File: src/hdl/floor_texture_address_generator_unit_macros.svh
// ----------------------------------------------------------------------------
// Assertion macros for the floor texture address generator
// Shared immediate-style wrappers around concurrent assertions.
// ----------------------------------------------------------------------------
`ifndef FLOOR_TEXTURE_ADDRESS_GENERATOR_UNIT_MACROS_SVH
`define FLOOR_TEXTURE_ADDRESS_GENERATOR_UNIT_MACROS_SVH

// Same-cycle implication, sampled on clk, off during reset
`define FTAG_ASSERT_NOW(label, ante, cons, msg) \
	label: assert property (@(posedge clk) disable iff (!arst_n) (ante) |-> (cons)) \
		else $error(msg);

// Next-cycle implication, sampled on clk, off during reset
`define FTAG_ASSERT_NEXT(label, ante, cons, msg) \
	label: assert property (@(posedge clk) disable iff (!arst_n) (ante) |=> (cons)) \
		else $error(msg);

`endif

File: src/hdl/ftag_pkg.sv
// ----------------------------------------------------------------------------
// ftag_pkg
// Shared types and constants of the floor texture address generator.
// ----------------------------------------------------------------------------
package ftag_pkg;

	// Configuration register indexes
	localparam logic [2:0] REG_CAM_POS_X   = 3'd0;
	localparam logic [2:0] REG_CAM_POS_Y   = 3'd1;
	localparam logic [2:0] REG_VIEW_DIR_X  = 3'd2;
	localparam logic [2:0] REG_VIEW_DIR_Y  = 3'd3;
	localparam logic [2:0] REG_CAM_PLANE_X = 3'd4;
	localparam logic [2:0] REG_CAM_PLANE_Y = 3'd5;
	localparam logic [2:0] REG_SCREEN_COLS = 3'd6;
	localparam logic [2:0] REG_SCREEN_ROWS = 3'd7;

	// Operand width of the multiplier side of the shared unit
	localparam int unsigned OPB_W = 19;

	// Kind codes of an input transaction
	localparam logic KIND_ROW   = 1'b0;
	localparam logic KIND_PIXEL = 1'b1;

	typedef enum logic {
		ALU_MUL,
		ALU_DIV
	} alu_op_t;

	typedef struct packed {
		logic    start;
		alu_op_t op;
	} alu_req_t;

	typedef struct packed {
		logic busy;
		logic done;
	} alu_status_t;

	typedef enum logic [2:0] {
		ST_IDLE,
		ST_DIV_RD,
		ST_MUL_SX,
		ST_DIV_SX,
		ST_MUL_SY,
		ST_DIV_SY,
		ST_MUL_FX,
		ST_MUL_FY
	} seq_state_t;

endpackage

File: src/hdl/floor_texture_address_generator_unit.sv
// ----------------------------------------------------------------------------
// floor_texture_address_generator_unit
// Floor casting address generator: row setup through a shared iterative
// multiply/divide unit, then one framebuffer/texture offset pair per pixel.
// ----------------------------------------------------------------------------
// Channel   Direction  Handshake             Payload
// in        input      in_valid / in_ready   kind, row_index
// out       output     out_valid / out_ready dst_offset, src_offset, tex_col,
//                                            tex_row, row_end, bad_row
// cfg       input      cfg_we (no wait)      cfg_index, cfg_data
//
// A pixel transaction loads the output register directly; pixels flow back to
// back while the output register drains. A row start below the horizon runs
// seven operations on the shared one-bit-per-cycle unit: three divides of PW
// bits and four multiplies of 19 bits, each launched and then closed by a done
// pulse (PW = FRAC_BITS + 31). A row at or above the horizon runs no setup.
// in_ready is low during row setup and while a result waits that out_ready
// does not take. Reset is asynchronous, active low.
// ----------------------------------------------------------------------------
`include "floor_texture_address_generator_unit_macros.svh"

module floor_texture_address_generator_unit #(
	parameter int unsigned TEX_LOG2_W   = 6,
	parameter int unsigned TEX_LOG2_H   = 6,
	parameter int unsigned TEX_BYTES    = 4,
	parameter int unsigned SCREEN_BYTES = 4,
	parameter int unsigned LINE_BYTES   = 8192,
	parameter int unsigned FRAC_BITS    = 16
) (
	input  logic        clk,
	input  logic        arst_n,
	input  logic        cfg_we,
	input  logic [2:0]  cfg_index,
	input  logic [23:0] cfg_data,
	input  logic        in_valid,
	output logic        in_ready,
	input  logic        kind,
	input  logic [10:0] row_index,
	output logic        out_valid,
	input  logic        out_ready,
	output logic [23:0] dst_offset,
	output logic [13:0] src_offset,
	output logic [5:0]  tex_col,
	output logic [5:0]  tex_row,
	output logic        row_end,
	output logic        bad_row
);

	localparam int unsigned RDW = 12 + FRAC_BITS;
	localparam int unsigned PW  = RDW + ftag_pkg::OPB_W;
	localparam int unsigned BW  = ftag_pkg::OPB_W;
	localparam int unsigned WW  = FRAC_BITS + 10;

	// Configuration registers
	logic [23:0]        cam_pos_x_q, cam_pos_y_q;
	logic signed [17:0] view_dir_x_q, view_dir_y_q, cam_plane_x_q, cam_plane_y_q;
	logic [11:0]        screen_cols_q, screen_rows_q;

	// Row state
	logic [31:0] pos_x_q, pos_y_q, step_x_q, step_y_q;
	logic [10:0] cur_row_q, pix_col_q;
	logic        invalid_q;
	logic [11:0] p2_q;
	logic [RDW-1:0] rd_q;
	logic [PW-1:0]  prod_q;

	// Sequencer
	ftag_pkg::seq_state_t state_q, state_d;
	logic                 launched_q;
	ftag_pkg::alu_req_t   alu_req;
	ftag_pkg::alu_status_t alu_st;
	logic [PW-1:0]        alu_a, alu_res;
	logic [BW-1:0]        alu_b;
	logic                 op_neg;

	// Output register
	logic        out_valid_q;
	logic [23:0] dst_q;
	logic [13:0] src_q;
	logic [5:0]  tcol_q, trow_q;
	logic        end_q, bad_q;

	function automatic logic [BW-1:0] mag(input logic signed [BW:0] v);
		logic [BW:0] n;
		n = v[BW] ? (~v + (BW+1)'(1)) : v;
		return n[BW-1:0];
	endfunction

	logic              in_acc, row_acc, pix_acc;
	logic signed [12:0] p_s;
	logic signed [BW:0] px2_s, py2_s, dpx_s, dpy_s;
	logic [11:0]       cols_eff;
	logic [PW-1:0]     prod_sh;
	logic [31:0]       q32, q32_s;

	assign in_ready = (state_q == ftag_pkg::ST_IDLE) && (!out_valid_q || out_ready);
	assign in_acc   = in_valid && in_ready;
	assign row_acc  = in_acc && (kind == ftag_pkg::KIND_ROW);
	assign pix_acc  = in_acc && (kind == ftag_pkg::KIND_PIXEL);

	// Row offset below the horizon and signed operands
	always_comb begin
		p_s      = $signed({2'b00, row_index}) - $signed({2'b00, screen_rows_q[11:1]});
		px2_s    = {cam_plane_x_q[17], cam_plane_x_q, 1'b0};
		py2_s    = {cam_plane_y_q[17], cam_plane_y_q, 1'b0};
		dpx_s    = {{2{view_dir_x_q[17]}}, view_dir_x_q}
			- {{2{cam_plane_x_q[17]}}, cam_plane_x_q};
		dpy_s    = {{2{view_dir_y_q[17]}}, view_dir_y_q}
			- {{2{cam_plane_y_q[17]}}, cam_plane_y_q};
		cols_eff = (screen_cols_q == 12'd0) ? 12'd1 : screen_cols_q;
		prod_sh  = alu_res >> FRAC_BITS;
	end

	// Next state
	always_comb begin
		state_d = state_q;
		unique case (state_q)
			ftag_pkg::ST_IDLE:
				if (row_acc && (p_s > 13'sd0))
					state_d = ftag_pkg::ST_DIV_RD;
			ftag_pkg::ST_DIV_RD: if (alu_st.done) state_d = ftag_pkg::ST_MUL_SX;
			ftag_pkg::ST_MUL_SX: if (alu_st.done) state_d = ftag_pkg::ST_DIV_SX;
			ftag_pkg::ST_DIV_SX: if (alu_st.done) state_d = ftag_pkg::ST_MUL_SY;
			ftag_pkg::ST_MUL_SY: if (alu_st.done) state_d = ftag_pkg::ST_DIV_SY;
			ftag_pkg::ST_DIV_SY: if (alu_st.done) state_d = ftag_pkg::ST_MUL_FX;
			ftag_pkg::ST_MUL_FX: if (alu_st.done) state_d = ftag_pkg::ST_MUL_FY;
			ftag_pkg::ST_MUL_FY: if (alu_st.done) state_d = ftag_pkg::ST_IDLE;
			default: state_d = ftag_pkg::ST_IDLE;
		endcase
	end

	// Unit request and operand selection
	always_comb begin
		alu_req.start = (state_q != ftag_pkg::ST_IDLE) && !launched_q;
		alu_req.op    = ftag_pkg::ALU_MUL;
		alu_a         = PW'(rd_q);
		alu_b         = '0;
		op_neg        = 1'b0;
		unique case (state_q)
			ftag_pkg::ST_IDLE: ;
			ftag_pkg::ST_DIV_RD: begin
				alu_req.op = ftag_pkg::ALU_DIV;
				alu_a      = PW'(screen_rows_q) << FRAC_BITS;
				alu_b      = BW'(p2_q);
			end
			ftag_pkg::ST_MUL_SX: alu_b = mag(px2_s);
			ftag_pkg::ST_DIV_SX: begin
				alu_req.op = ftag_pkg::ALU_DIV;
				alu_a      = prod_q >> FRAC_BITS;
				alu_b      = BW'(cols_eff);
				op_neg     = px2_s[BW];
			end
			ftag_pkg::ST_MUL_SY: alu_b = mag(py2_s);
			ftag_pkg::ST_DIV_SY: begin
				alu_req.op = ftag_pkg::ALU_DIV;
				alu_a      = prod_q >> FRAC_BITS;
				alu_b      = BW'(cols_eff);
				op_neg     = py2_s[BW];
			end
			ftag_pkg::ST_MUL_FX: begin
				alu_b  = mag(dpx_s);
				op_neg = dpx_s[BW];
			end
			ftag_pkg::ST_MUL_FY: begin
				alu_b  = mag(dpy_s);
				op_neg = dpy_s[BW];
			end
			default: ;
		endcase
	end

	// Signed 32-bit result of divides and shifted products
	always_comb begin
		q32 = ((state_q == ftag_pkg::ST_MUL_FX) || (state_q == ftag_pkg::ST_MUL_FY))
			? prod_sh[31:0] : alu_res[31:0];
		q32_s = op_neg ? (32'd0 - q32) : q32;
	end

	ftag_alu #(
		.PW(PW)
	) u_alu (
		.clk    (clk),
		.arst_n (arst_n),
		.req    (alu_req),
		.opa    (alu_a),
		.opb    (alu_b),
		.status (alu_st),
		.res    (alu_res)
	);

	// Sequencer registers
	always_ff @(posedge clk or negedge arst_n) begin
		if (!arst_n) begin
			state_q    <= ftag_pkg::ST_IDLE;
			launched_q <= 1'b0;
		end else begin
			state_q <= state_d;
			if (alu_st.done)
				launched_q <= 1'b0;
			else if (alu_req.start)
				launched_q <= 1'b1;
		end
	end

	// Configuration writes
	always_ff @(posedge clk or negedge arst_n) begin
		if (!arst_n) begin
			cam_pos_x_q   <= 24'd131072;
			cam_pos_y_q   <= 24'd131072;
			view_dir_x_q  <= -18'sd65536;
			view_dir_y_q  <= 18'sd0;
			cam_plane_x_q <= 18'sd0;
			cam_plane_y_q <= 18'sd43253;
			screen_cols_q <= 12'd640;
			screen_rows_q <= 12'd480;
		end else if (cfg_we) begin
			unique case (cfg_index)
				ftag_pkg::REG_CAM_POS_X:   cam_pos_x_q   <= cfg_data;
				ftag_pkg::REG_CAM_POS_Y:   cam_pos_y_q   <= cfg_data;
				ftag_pkg::REG_VIEW_DIR_X:  view_dir_x_q  <= cfg_data[17:0];
				ftag_pkg::REG_VIEW_DIR_Y:  view_dir_y_q  <= cfg_data[17:0];
				ftag_pkg::REG_CAM_PLANE_X: cam_plane_x_q <= cfg_data[17:0];
				ftag_pkg::REG_CAM_PLANE_Y: cam_plane_y_q <= cfg_data[17:0];
				ftag_pkg::REG_SCREEN_COLS: screen_cols_q <= cfg_data[11:0];
				ftag_pkg::REG_SCREEN_ROWS: screen_rows_q <= cfg_data[11:0];
				default: ;
			endcase
		end
	end

	// Pixel datapath
	logic [10:0]   col_n;
	logic [WW-1:0] wide_x, wide_y;
	logic [9:0]    tx, ty;
	logic [31:0]   src_w;
	logic [23:0]   dst_w;

	always_comb begin
		col_n  = pix_col_q + 11'd1;
		wide_x = {pos_x_q[FRAC_BITS-1:0], 10'd0};
		wide_y = {pos_y_q[FRAC_BITS-1:0], 10'd0};
		tx     = 10'(wide_x >> (WW - TEX_LOG2_W));
		ty     = 10'(wide_y >> (WW - TEX_LOG2_H));
		dst_w  = 24'(cur_row_q) * 24'(LINE_BYTES) + 24'(col_n) * 24'(SCREEN_BYTES);
		src_w  = ((32'(ty) << TEX_LOG2_W) + 32'(tx)) * 32'(TEX_BYTES);
	end

	// Row state: setup on row start, step on each pixel
	always_ff @(posedge clk or negedge arst_n) begin
		if (!arst_n) begin
			pos_x_q   <= '0;
			pos_y_q   <= '0;
			step_x_q  <= '0;
			step_y_q  <= '0;
			cur_row_q <= '0;
			pix_col_q <= '0;
			invalid_q <= 1'b1;
			p2_q      <= '0;
			rd_q      <= '0;
			prod_q    <= '0;
		end else begin
			if (row_acc) begin
				cur_row_q <= row_index;
				pix_col_q <= '0;
				p2_q      <= {p_s[10:0], 1'b0};
				invalid_q <= !(p_s > 13'sd0);
				if (!(p_s > 13'sd0)) begin
					pos_x_q  <= '0;
					pos_y_q  <= '0;
					step_x_q <= '0;
					step_y_q <= '0;
				end
			end
			if (pix_acc) begin
				pix_col_q <= col_n;
				if (!invalid_q) begin
					pos_x_q <= pos_x_q + step_x_q;
					pos_y_q <= pos_y_q + step_y_q;
				end
			end
			if (alu_st.done) begin
				unique case (state_q)
					ftag_pkg::ST_DIV_RD: rd_q <= alu_res[RDW-1:0];
					ftag_pkg::ST_MUL_SX,
					ftag_pkg::ST_MUL_SY: prod_q <= alu_res;
					ftag_pkg::ST_DIV_SX: step_x_q <= q32_s;
					ftag_pkg::ST_DIV_SY: step_y_q <= q32_s;
					ftag_pkg::ST_MUL_FX: pos_x_q <= {8'd0, cam_pos_x_q} + q32_s;
					ftag_pkg::ST_MUL_FY: pos_y_q <= {8'd0, cam_pos_y_q} + q32_s;
					default: ;
				endcase
			end
		end
	end

	// Output register: load on pixel, drop when taken
	always_ff @(posedge clk or negedge arst_n) begin
		if (!arst_n) begin
			out_valid_q <= 1'b0;
		end else if (pix_acc) begin
			out_valid_q <= 1'b1;
		end else if (out_ready) begin
			out_valid_q <= 1'b0;
		end
	end

	always_ff @(posedge clk) begin
		if (pix_acc) begin
			dst_q  <= invalid_q ? 24'd0 : dst_w;
			src_q  <= invalid_q ? 14'd0 : src_w[13:0];
			tcol_q <= invalid_q ? 6'd0 : tx[5:0];
			trow_q <= invalid_q ? 6'd0 : ty[5:0];
			end_q  <= ({1'b0, col_n} == (screen_cols_q - 12'd1));
			bad_q  <= invalid_q;
		end
	end

	assign out_valid  = out_valid_q;
	assign dst_offset = dst_q;
	assign src_offset = src_q;
	assign tex_col    = tcol_q;
	assign tex_row    = trow_q;
	assign row_end    = end_q;
	assign bad_row    = bad_q;

	`FTAG_ASSERT_NOW(a_idle_unit_free, state_q == ftag_pkg::ST_IDLE, !alu_st.busy, "unit busy while idle")
	`FTAG_ASSERT_NOW(a_bad_row_zero, out_valid_q && bad_q, dst_q == 24'd0 && src_q == 14'd0, "bad row gives nonzero offsets")
	`FTAG_ASSERT_NEXT(a_setup_blocks, state_q != ftag_pkg::ST_IDLE && !alu_st.done, !in_ready, "input taken during row setup")
	`FTAG_ASSERT_NEXT(a_bad_start_stays, row_acc && !(p_s > 13'sd0), state_q == ftag_pkg::ST_IDLE && invalid_q, "bad row started setup")

endmodule

File: src/hdl/ftag_alu.sv
// ----------------------------------------------------------------------------
// ftag_alu
// Shared one-bit-per-cycle unit: shift-add multiply and restoring divide.
// ----------------------------------------------------------------------------
module ftag_alu #(
	parameter int unsigned PW = 47
) (
	input  logic                          clk,
	input  logic                          arst_n,
	input  ftag_pkg::alu_req_t            req,
	input  logic [PW-1:0]                 opa,
	input  logic [ftag_pkg::OPB_W-1:0]    opb,
	output ftag_pkg::alu_status_t         status,
	output logic [PW-1:0]                 res
);

	localparam int unsigned BW  = ftag_pkg::OPB_W;
	localparam int unsigned CW  = $clog2(PW + 1);

	ftag_pkg::alu_op_t op_q;
	logic              busy_q;
	logic              done_q;
	logic [CW-1:0]     cnt_q;
	logic [PW-1:0]     acc_q;
	logic [PW-1:0]     sh_q;
	logic [BW-1:0]     opb_q;
	logic [BW:0]       rem_q;

	logic [BW:0]       rem_sh;
	logic              qbit;
	logic [BW:0]       rem_nx;
	logic [CW-1:0]     last_cnt;

	// Divide step: shift in the next dividend bit, subtract when it fits
	always_comb begin
		rem_sh = {rem_q[BW-1:0], sh_q[PW-1]};
		qbit   = (rem_sh >= {1'b0, opb_q});
		rem_nx = qbit ? (rem_sh - {1'b0, opb_q}) : rem_sh;
		last_cnt = (op_q == ftag_pkg::ALU_DIV) ? CW'(PW - 1) : CW'(BW - 1);
	end

	// Control: run the iteration count, pulse done after the last step
	always_ff @(posedge clk or negedge arst_n) begin
		if (!arst_n) begin
			busy_q <= 1'b0;
			done_q <= 1'b0;
			cnt_q  <= '0;
			op_q   <= ftag_pkg::ALU_MUL;
		end else begin
			done_q <= 1'b0;
			if (req.start) begin
				busy_q <= 1'b1;
				cnt_q  <= '0;
				op_q   <= req.op;
			end else if (busy_q) begin
				cnt_q <= cnt_q + CW'(1);
				if (cnt_q == last_cnt) begin
					busy_q <= 1'b0;
					done_q <= 1'b1;
				end
			end
		end
	end

	// Datapath: load operands, then one bit per cycle
	always_ff @(posedge clk) begin
		if (req.start) begin
			acc_q <= '0;
			sh_q  <= opa;
			opb_q <= opb;
			rem_q <= '0;
		end else if (busy_q) begin
			unique case (op_q)
				ftag_pkg::ALU_MUL: begin
					if (opb_q[0])
						acc_q <= acc_q + sh_q;
					sh_q  <= {sh_q[PW-2:0], 1'b0};
					opb_q <= {1'b0, opb_q[BW-1:1]};
				end
				ftag_pkg::ALU_DIV: begin
					rem_q <= rem_nx;
					sh_q  <= {sh_q[PW-2:0], qbit};
				end
				default: ;
			endcase
		end
	end

	assign status.busy = busy_q;
	assign status.done = done_q;
	assign res = (op_q == ftag_pkg::ALU_DIV) ? sh_q : acc_q;

endmodule
File: config.mk
export PLATFORM = sky130hd
export DESIGN_NAME = floor_texture_address_generator_unit
export DESIGN_NICKNAME = d
export VERILOG_FILES = /design/src/hdl/ftag_pkg.sv /design/src/hdl/floor_texture_address_generator_unit.sv /design/src/hdl/ftag_alu.sv
export VERILOG_INCLUDE_DIRS = /design/src /design/src/hdl
export SDC_FILE = /design/constraint.sdc
export NUM_CORES = 1
export LEC_CHECK = 0
export ABC_AREA = 1
export BUFFER_PORTS_ARGS = -buffer_cell sky130_fd_sc_hd__buf_2
export CORE_MARGIN = 5
export CORE_UTILIZATION = 35
export DETAILED_ROUTE_END_ITERATION = 16
export PLACE_DENSITY = 0.57
export SLEW_MARGIN = 10
export SYNTH_ARGS = -nofsm -noshare
export SYNTH_HDL_FRONTEND = slang
export SYNTH_SLANG_ARGS = --single-unit
File: constraint.sdc
create_clock -name clk -period 6.5 [get_ports clk]
set_input_delay 1.3 -clock clk [delete_from_list [all_inputs] [get_ports clk]]
set_output_delay 1.3 -clock clk [all_outputs]
set_load 0.1 [all_outputs]
==> out/qor.txt, run 1 <==
Router iterations before antenna repair -> 6
Largest family of logic cells by synthesized area -> simple AND/OR/NAND/NOR gates
CP arrival -> 5.76 ns
Mux cell area share after synthesis -> 0.00388
Boundary pin count -> 98
Max_slew headroom -> 0.238
Hold Path Class -> flop to flop
Syn avg cell area -> 7.29 um^2
CTS Hold Bufs -> 0
Cts bufs inserted -> 55
Synth Area in Compound Gates -> 0.176
Top cells by area, synth -> dfrtp_1 22%, nand2_1 12%, edfxtp_1 9.6%
RSZ-0062 raised after global routing -> false
WL per Instance -> 17.8 um
Vias in the first global route -> 27268
Post-CTS Resized -> 0
Clock net sink count -> 467
Worst path required time -> 7.06 ns
Post-synth EDFFs -> 102
First-pass GRT wire length -> 156000 um
Fin Setup TNS -> 0 ns
Ys flop type -> dfrtp_1
Post-DRT Antenna Nets -> 0
Synth top cells by count -> 1004 x nand2_1, 646 x inv_1, 460 x o21ai_0
Die height -> 312 um
Met2 Usage GRT -> 0.313
Initial DRC Count -> 2302
Worst setup path class -> flop to flop
Largest net degree at the start of global routing -> 104
Synth Cell Area -> 31900 um^2
Worst R2R Path Depth -> 26
Area grow syn2layout -> 10.8%
Die area -> 97400 um^2
Outcome -> completed
GR peak layer -> met2
Reg area -> 11900 um^2
Max FO, Critical Path -> 14
Power per standard cell area -> 576 nW/um^2
Max VDD drop -> 0.233 mV
Most common cell in the netlist -> nand2_1
Tightest Pin Transition -> 1.14 ns
Post-synthesis sequential area ratio -> 0.372
Clock-pin slew on the worst setup and hold paths -> 0.06 ns
Post-layout min period -> 5.20 ns
Total power -> 0.0204 W
Residual DRC -> 0
Number of port buffers -> 87
Adder-Cell Fraction of Synth Area -> 0.0801
Vias per cell -> 5.16
FILL cells -> 9524
Total global routing overflow -> 0
Total vias in the final route -> 29115
Layout cells sized above 1 -> 0.0697
Initial Util -> 0.354
Postcts setup bufs -> 0
Initial antenna violation count -> 1
Final number of max-transition violations -> 0
XOR/XNOR Fraction of Synth Area -> 0.0323
Antenna Cells -> 0
Clock Path Buffers -> 3
Die width -> 312 um
Synth unique cells -> 69
Final setup viols -> 0
Post-synth top area share -> 0.220
RePlAce Congestion -> 0.925
Layout Nets -> 4659
Total GRT Usage -> 0.200
Static Leakage -> 16.9 nW
Hold Crit Depth -> 2
Grt met3 use -> 0.0270
Number of synthesized register bits -> 467
Fin. Hold Viols -> 0
Critical path capture point type -> flop
CTS tree -> done
Final Skew -> 0.0341 ns
Rows -> 110
Clock latency on the worst-skew pair -> 0.64 ns
Max cap viols -> 0
Crit start category -> flop
Max Fclk -> 192 MHz
Asr flop ratio synth -> 0.640
Ratio of final minimum period to clock period -> 0.799
Root buffer cell -> clkbuf_16
Met1 Resource Use GR -> 0.291
Footprint of the multi-input gates -> 16900 um^2
Syn Inst Count -> 4383
Synth area leader -> dfrtp_1
Area of the core -> 90300 um^2
Syn. warnings -> 0
H-Tree Level Count -> 2
HPWL Detailed -> 75300 um
Simple-gate share of the synthesized area -> 0.236
Routed WL -> 101000 um
## cell usage in the layout (no fill, tap or decap), types with 24 or more instances in the layout
| cell | instances |
|---|---|
| o21bai_1 | 33 |
| edfxtp_1 | 102 |
| nor3_1 | 49 |
| xor2_1 | 90 |
| a21oi_1 | 240 |
| inv_1 | 645 |
| dfrtp_1 | 280 |
| o21ai_1 | 29 |
| clkbuf_16 | 57 |
| o221ai_1 | 30 |
| o21ai_0 | 459 |
| nand3_1 | 281 |
| dfxtp_1 | 66 |
| o211ai_1 | 47 |
| nand2_1 | 1003 |
| buf_4 | 34 |
| nand4_1 | 46 |
| nand3b_1 | 26 |
| nor2_1 | 314 |
| o22ai_1 | 24 |
| a31oi_1 | 49 |
| ha_1 | 190 |
| buf_2 | 86 |
| xnor2_1 | 26 |
## per-layer routing
layer | share of wire | vias to the layer above
met5 | 0.00012 | -
met4 | 0.024 | 2
met3 | 0.056 | 119
met2 | 0.44 | 714
met1 | 0.48 | 13688
li1 | - | 14592
## flip-flops by register name, indices dropped and copies added (netlist names), 12 cells and up
register	flops
cam_pos_y_q	16
screen_rows_q	12
step_y_q	16
view_dir_y_q	18
cam_plane_y_q	18
cam_plane_x_q	18
dst_offset	22
rd_q	28
cam_pos_x_q	16
u_alu.rem_q	19
step_x_q	16
prod_q	31
u_alu.opb_q	19
pos_y_q	16
u_alu.acc_q	47
screen_cols_q	12
u_alu.sh_q	47
pos_x_q	16
src_offset	12
view_dir_x_q	18
## area by class of cell
cell class              count  share of cell area
clock buffers              83              0.0462
repair buffers            122              0.0204
flip-flops and latches    467               0.336
well taps                1176              0.0416
inverters                 658              0.0699
multi-input cells        3112               0.479
clock inverters            20             0.00718
## worst paths after layout
kind | from | end | slack (ns)
max in group asynchronous | arst_n | view_dir_x_q[3]$_DFFE_PN0P_ | 4.45
min in group asynchronous | arst_n | pix_col_q[7]$_DFFE_PN0P_ | 0.65
min | u_alu.acc_q[0]$_SDFFE_PP0P_ | u_alu.acc_q[0]$_SDFFE_PP0P_ | 0.48
max reg2reg | cam_plane_x_q[6]$_DFFE_PN0P_ | pos_y_q[13]$_DFF_PN0_ | 1.30
max | cam_plane_x_q[6]$_DFFE_PN0P_ | pos_y_q[13]$_DFF_PN0_ | 1.30
min reg2reg | u_alu.acc_q[0]$_SDFFE_PP0P_ | u_alu.acc_q[0]$_SDFFE_PP0P_ | 0.48
## kinds of logic (layout without fill, tap and decap cells)
group / count (synthesis) / in the layout
and+or+nand+nor: 1786 / 1786
AOI/OAI and AO/OA: 995 / 995
buffers and inverters: 807 / 883
DFF: 467 / 467
adders and majority gates: 199 / 199
xor gates and xnor gates: 117 / 117
muxes: 11 / 11
other: 1 / 4
## critical path: stages (launching register included)
cell	delay (ns)
dfrtp_1	0.38
inv_1	0.10
ha_1	0.41
nand2_1	0.15
nor2_2	0.13
nand3_1	0.13
nand3_1	0.15
nand2_1	0.09
nand3_1	0.11
nand3_1	0.28
nand3_2	0.41
inv_1	0.11
or2_0	0.22
xor2_1	0.31
inv_1	0.16
ha_1	0.37
nand2_1	0.09
o21ai_0	0.18
nor2_1	0.10
o21ai_0	0.18
buf_4	0.16
a21oi_1	0.09
o21ai_0	0.30
nand3_1	0.15
a21o_1	0.18
nand3_1	0.07
o21a_1	0.12
## through the flow
| step | setup slack [ns] | instance area, um^2 | hold slack [ns] | cells | utilization |
|---|---|---|---|---|---|
| final | 1.30 | 35400 | 0.481 | 5638 | 0.392 |
| after CTS | 1.31 | 35400 | 0.478 | 5638 | 0.392 |
| after global placement | 1.34 | 33500 | 0.457 | 5535 | 0.371 |
| after floorplan | 1.41 | 32000 | 0.443 | 4386 | - |
| after detailed placement | 1.34 | 33500 | 0.472 | 5535 | 0.371 |
| after global routing | 0.801 | 35400 | 0.510 | 5638 | 0.392 |
## power breakdown
group / switching (W) / leakage [nW] / total (W) / internal, W
combinational: 0.00815 / 10.6 / 0.0121 / 0.00397
sequential: 0.000765 / 5.38 / 0.00501 / 0.00424
clock: 0.00133 / 0.919 / 0.00326 / 0.00193
total: 0.0102 / 16.9 / 0.0204 / 0.0101
Power figures use the tool's default switching activity.
==> run 2, diff against run 1 <==
--- a/config.mk
+++ b/config.mk
@@ -11,7 +11,7 @@
 export CORE_MARGIN = 5
 export CORE_UTILIZATION = 35
 export DETAILED_ROUTE_END_ITERATION = 16
-export PLACE_DENSITY = 0.57
+export PLACE_DENSITY = 0.59
 export SLEW_MARGIN = 10
 export SYNTH_ARGS = -nofsm -noshare
 export SYNTH_HDL_FRONTEND = slang
==> constraint.sdc (replaced) <==
create_clock -name clk -period 4.77 [get_ports clk]
set_input_delay 0.954 -clock clk [delete_from_list [all_inputs] [get_ports clk]]
set_output_delay 0.954 -clock clk [all_outputs]
set_load 0.1 [all_outputs]
==> run 2 against run 1 <==
  * Cell area increased by 1.5%
  * Maximum frequency rose by 18%
  * Register-to-register slack got worse by 0.94 ns
  * Worst setup slack got worse by 0.94 ns
  * Clock power grew 38%
  * Die area unchanged
  * Worst hold slack got worse by 0.13 ns
  * Sequential share of layout area shrank 0.48 points
  * Largest cell class unchanged
==> out/qor.txt, run 2 (synthesis results as in run 1) <==
CP max-delay cell -> dfrtp_1
P_int -> 0.0141 W (+39%)
Final setup viols -> 0 (unchanged)
Max incr delay on CP -> 0.45 ns (+0.04 ns)
Final number of max-transition violations -> 0 (unchanged)
Area of the core -> 90300 um^2 (unchanged)
Vias in the first global route -> 27346 (+0.29%)
Worst path required time -> 5.30 ns (-1.76 ns)
Layout cells sized above 1 -> 0.0841 (+0.0144)
Critical path capture point type -> flop
Post-layout min period -> 4.41 ns (-0.786 ns)
Dpl cells -> 5584 (+0.89%)
Initial antenna violation count -> 4 (+3)
Router iterations before antenna repair -> 5 (-1)
Setup crit end -> pos_x_q[15]$_DFF_PN0_
Area grow syn2layout -> 12.4%
Static Leakage -> 17.2 nW (+1.7%)
Max_slew headroom -> 0.203 (-0.0350)
Clock-pin slew on the worst setup and hold paths -> 0.06 ns (about the same)
Placed Area -> 33900 um^2 (+1.2%)
Gate power share -> 0.600 (+0.005)
Switching part of the total -> 0.501 (-0.00132)
Fin Setup TNS -> 0 ns (unchanged)
Footprint of the multi-input gates -> 17000 um^2 (+0.36%)
Register share of total power -> 0.241 (-0.005)
Reg area -> 11900 um^2 (unchanged)
Total global routing overflow -> 0 (unchanged)
Hold Path Class -> input port to asynchronous set/reset pin
Uppermost layer routed -> met5
FILL cells -> 9470 (-0.57%)
Power per standard cell area -> 788 nW/um^2 (+37%)
Boundary pin count -> 98 (unchanged)
First-pass GRT wire length -> 158000 um (+1.3%)
Largest net degree at the start of global routing -> 99 (-4.8%)
Commonest non-fill, non-tap cells in the layout -> 1003 x nand2_1, 645 x inv_1, 453 x o21ai_0
Metal-1 WL -> 49100 um (+1.2%)
Die height -> 312 um (unchanged)
Clock Path Buffers -> 3 (unchanged)
CP arrival -> 4.94 ns (-0.82 ns)
RePlAce Congestion -> 0.944 (+2.1%)
Vias per cell -> 5.17 (+0.11%)
Post-DRT Antenna Nets -> 0 (unchanged)
Final Skew -> 0.0397 ns (+0.00560 ns)
Max VDD drop -> 0.375 mV (+61%)
RSZ-0062 raised after global routing -> false
Ratio of final minimum period to clock period -> 0.924 (+0.125)
R2r setup slk -> 0.36 ns (-0.94 ns)
Cell area after layout -> 35900 um^2 (+1.5%)
HPWL Detailed -> 77200 um (+2.6%)
Sw Pwr -> 0.0142 W (+38%)
Total vias in the final route -> 29432 (+1.1%)
CTS tree -> done
Layout Nets -> 4711 (+1.1%)
Worst R2R Path Depth -> 28 (+7.7%)
Routed WL -> 102000 um (+1.7%)
Total GRT Usage -> 0.203 (+0.00344)
Crit path launch -> state_q[0]$_DFFE_PN0P_
Max FO, Critical Path -> 16 (+2)
Die width -> 312 um (unchanged)
Max cap viols -> 0 (unchanged)
Crit start category -> flop
Tightest Pin Transition -> 1.19 ns (+0.0523 ns)
Clock latency on the worst-skew pair -> 0.65 ns (about the same)
Most common cell after layout, fill and taps aside -> nand2_1
Fin. Hold Viols -> 0 (unchanged)
Reg-to-reg startpoint -> state_q[0]$_DFFE_PN0P_
Clock power frac -> 0.159 (about the same)
Residual DRC -> 0 (unchanged)
RR Endpoint -> pos_x_q[15]$_DFF_PN0_
DR WL met2 -> 44300 um (+0.96%)
Die area -> 97400 um^2 (unchanged)
Rows -> 110 (unchanged)
DR WL met3 -> 6390 um (+13%)
Worst setup path class -> flop to flop
Clock net sink count -> 467 (unchanged)
Cts bufs inserted -> 56 (+1.8%)
H-Tree Level Count -> 2 (unchanged)
Root buffer cell -> clkbuf_16
Non-filler cells, final -> 5693 (+0.98%)
Max Fclk -> 227 MHz (+18%)
Number of port buffers -> 87 (unchanged)
WL per Instance -> 18.0 um (+0.67%)
Initial Util -> 0.354 (unchanged)
Largest registers -> u_alu.acc_q: 47 flops, u_alu.sh_q: 47 flops, prod_q: 31 flops
Outcome -> completed
Initial DRC Count -> 2407 (+4.6%)
## run 2: how the worst min path moves through the flow
stage | endpoint | slack, ns
2_1_floorplan | u_alu.acc_q[0]$_SDFFE_PP0P_ | 0.44
3_3_place_gp | u_alu.acc_q[0]$_SDFFE_PP0P_ | 0.45
3_5_place_dp | u_alu.acc_q[0]$_SDFFE_PP0P_ | 0.47
4_1_cts | view_dir_y_q[12]$_DFFE_PN0P_ | 0.37
5_1_grt | screen_cols_q[8]$_DFFE_PN0P_ | 0.41
6_report | screen_cols_q[8]$_DFFE_PN0P_ | 0.36
## run 2: routing by layer
metal | GRT usage | up-vias
met5 | 0 | -
met4 | 0.0506 | 2
met3 | 0.0307 | 123
met2 | 0.316 | 778
met1 | 0.297 | 13829
li1 | - | 14700
## run 2: what timing repair did
action,4_1_cts,5_1_grt
hold buffers,0,0
resized for setup,0,19
setup buffers,0,2
endpoints found under the setup margin,0,12
## run 2: stage by stage
step | total power [W] | hold slack (ns) | setup WS, ns | utilization
after floorplan | 0.0187 | 0.443 | 0.0214 | -
after detailed placement | 0.0235 | 0.467 | 0.114 | 0.375
after global placement | 0.0233 | 0.455 | 0.141 | 0.375
after global routing | 0.0308 | 0.406 | 0.00540 | 0.398
final | 0.0283 | 0.355 | 0.361 | 0.398
after CTS | 0.0281 | 0.372 | 0.0795 | 0.397
## run 2: layout make-up
class | count | share of cell area
clock inverter | 22 | 0.00610
clock buffer | 84 | 0.0477
multi-input combinational | 3112 | 0.474
inverter | 658 | 0.0689
timing repair buffer | 173 | 0.0314
tap | 1176 | 0.0410
antenna | 1 | 0.0000697
sequential | 467 | 0.331
## run 2: power groups by stage
stage,combinational [W],clock [W],sequential [W]
6_report,0.0170,0.00449,0.00682
5_1_grt,0.0191,0.00474,0.00698
4_1_cts,0.0167,0.00459,0.00681
3_5_place_dp,0.0166,0,0.00687
3_3_place_gp,0.0165,0,0.00685
2_1_floorplan,0.0119,0,0.00678
## run 2: critical path, delay by kind of cell, from the launching register on
kind / cells / cell delay, ns
flops: 1 / 0.45
xor+xnor: 1 / 0.27
fa+ha+maj: 3 / 0.75
compound gates: 6 / 0.94
buf+inv: 6 / 0.61
simple gates: 12 / 1.27
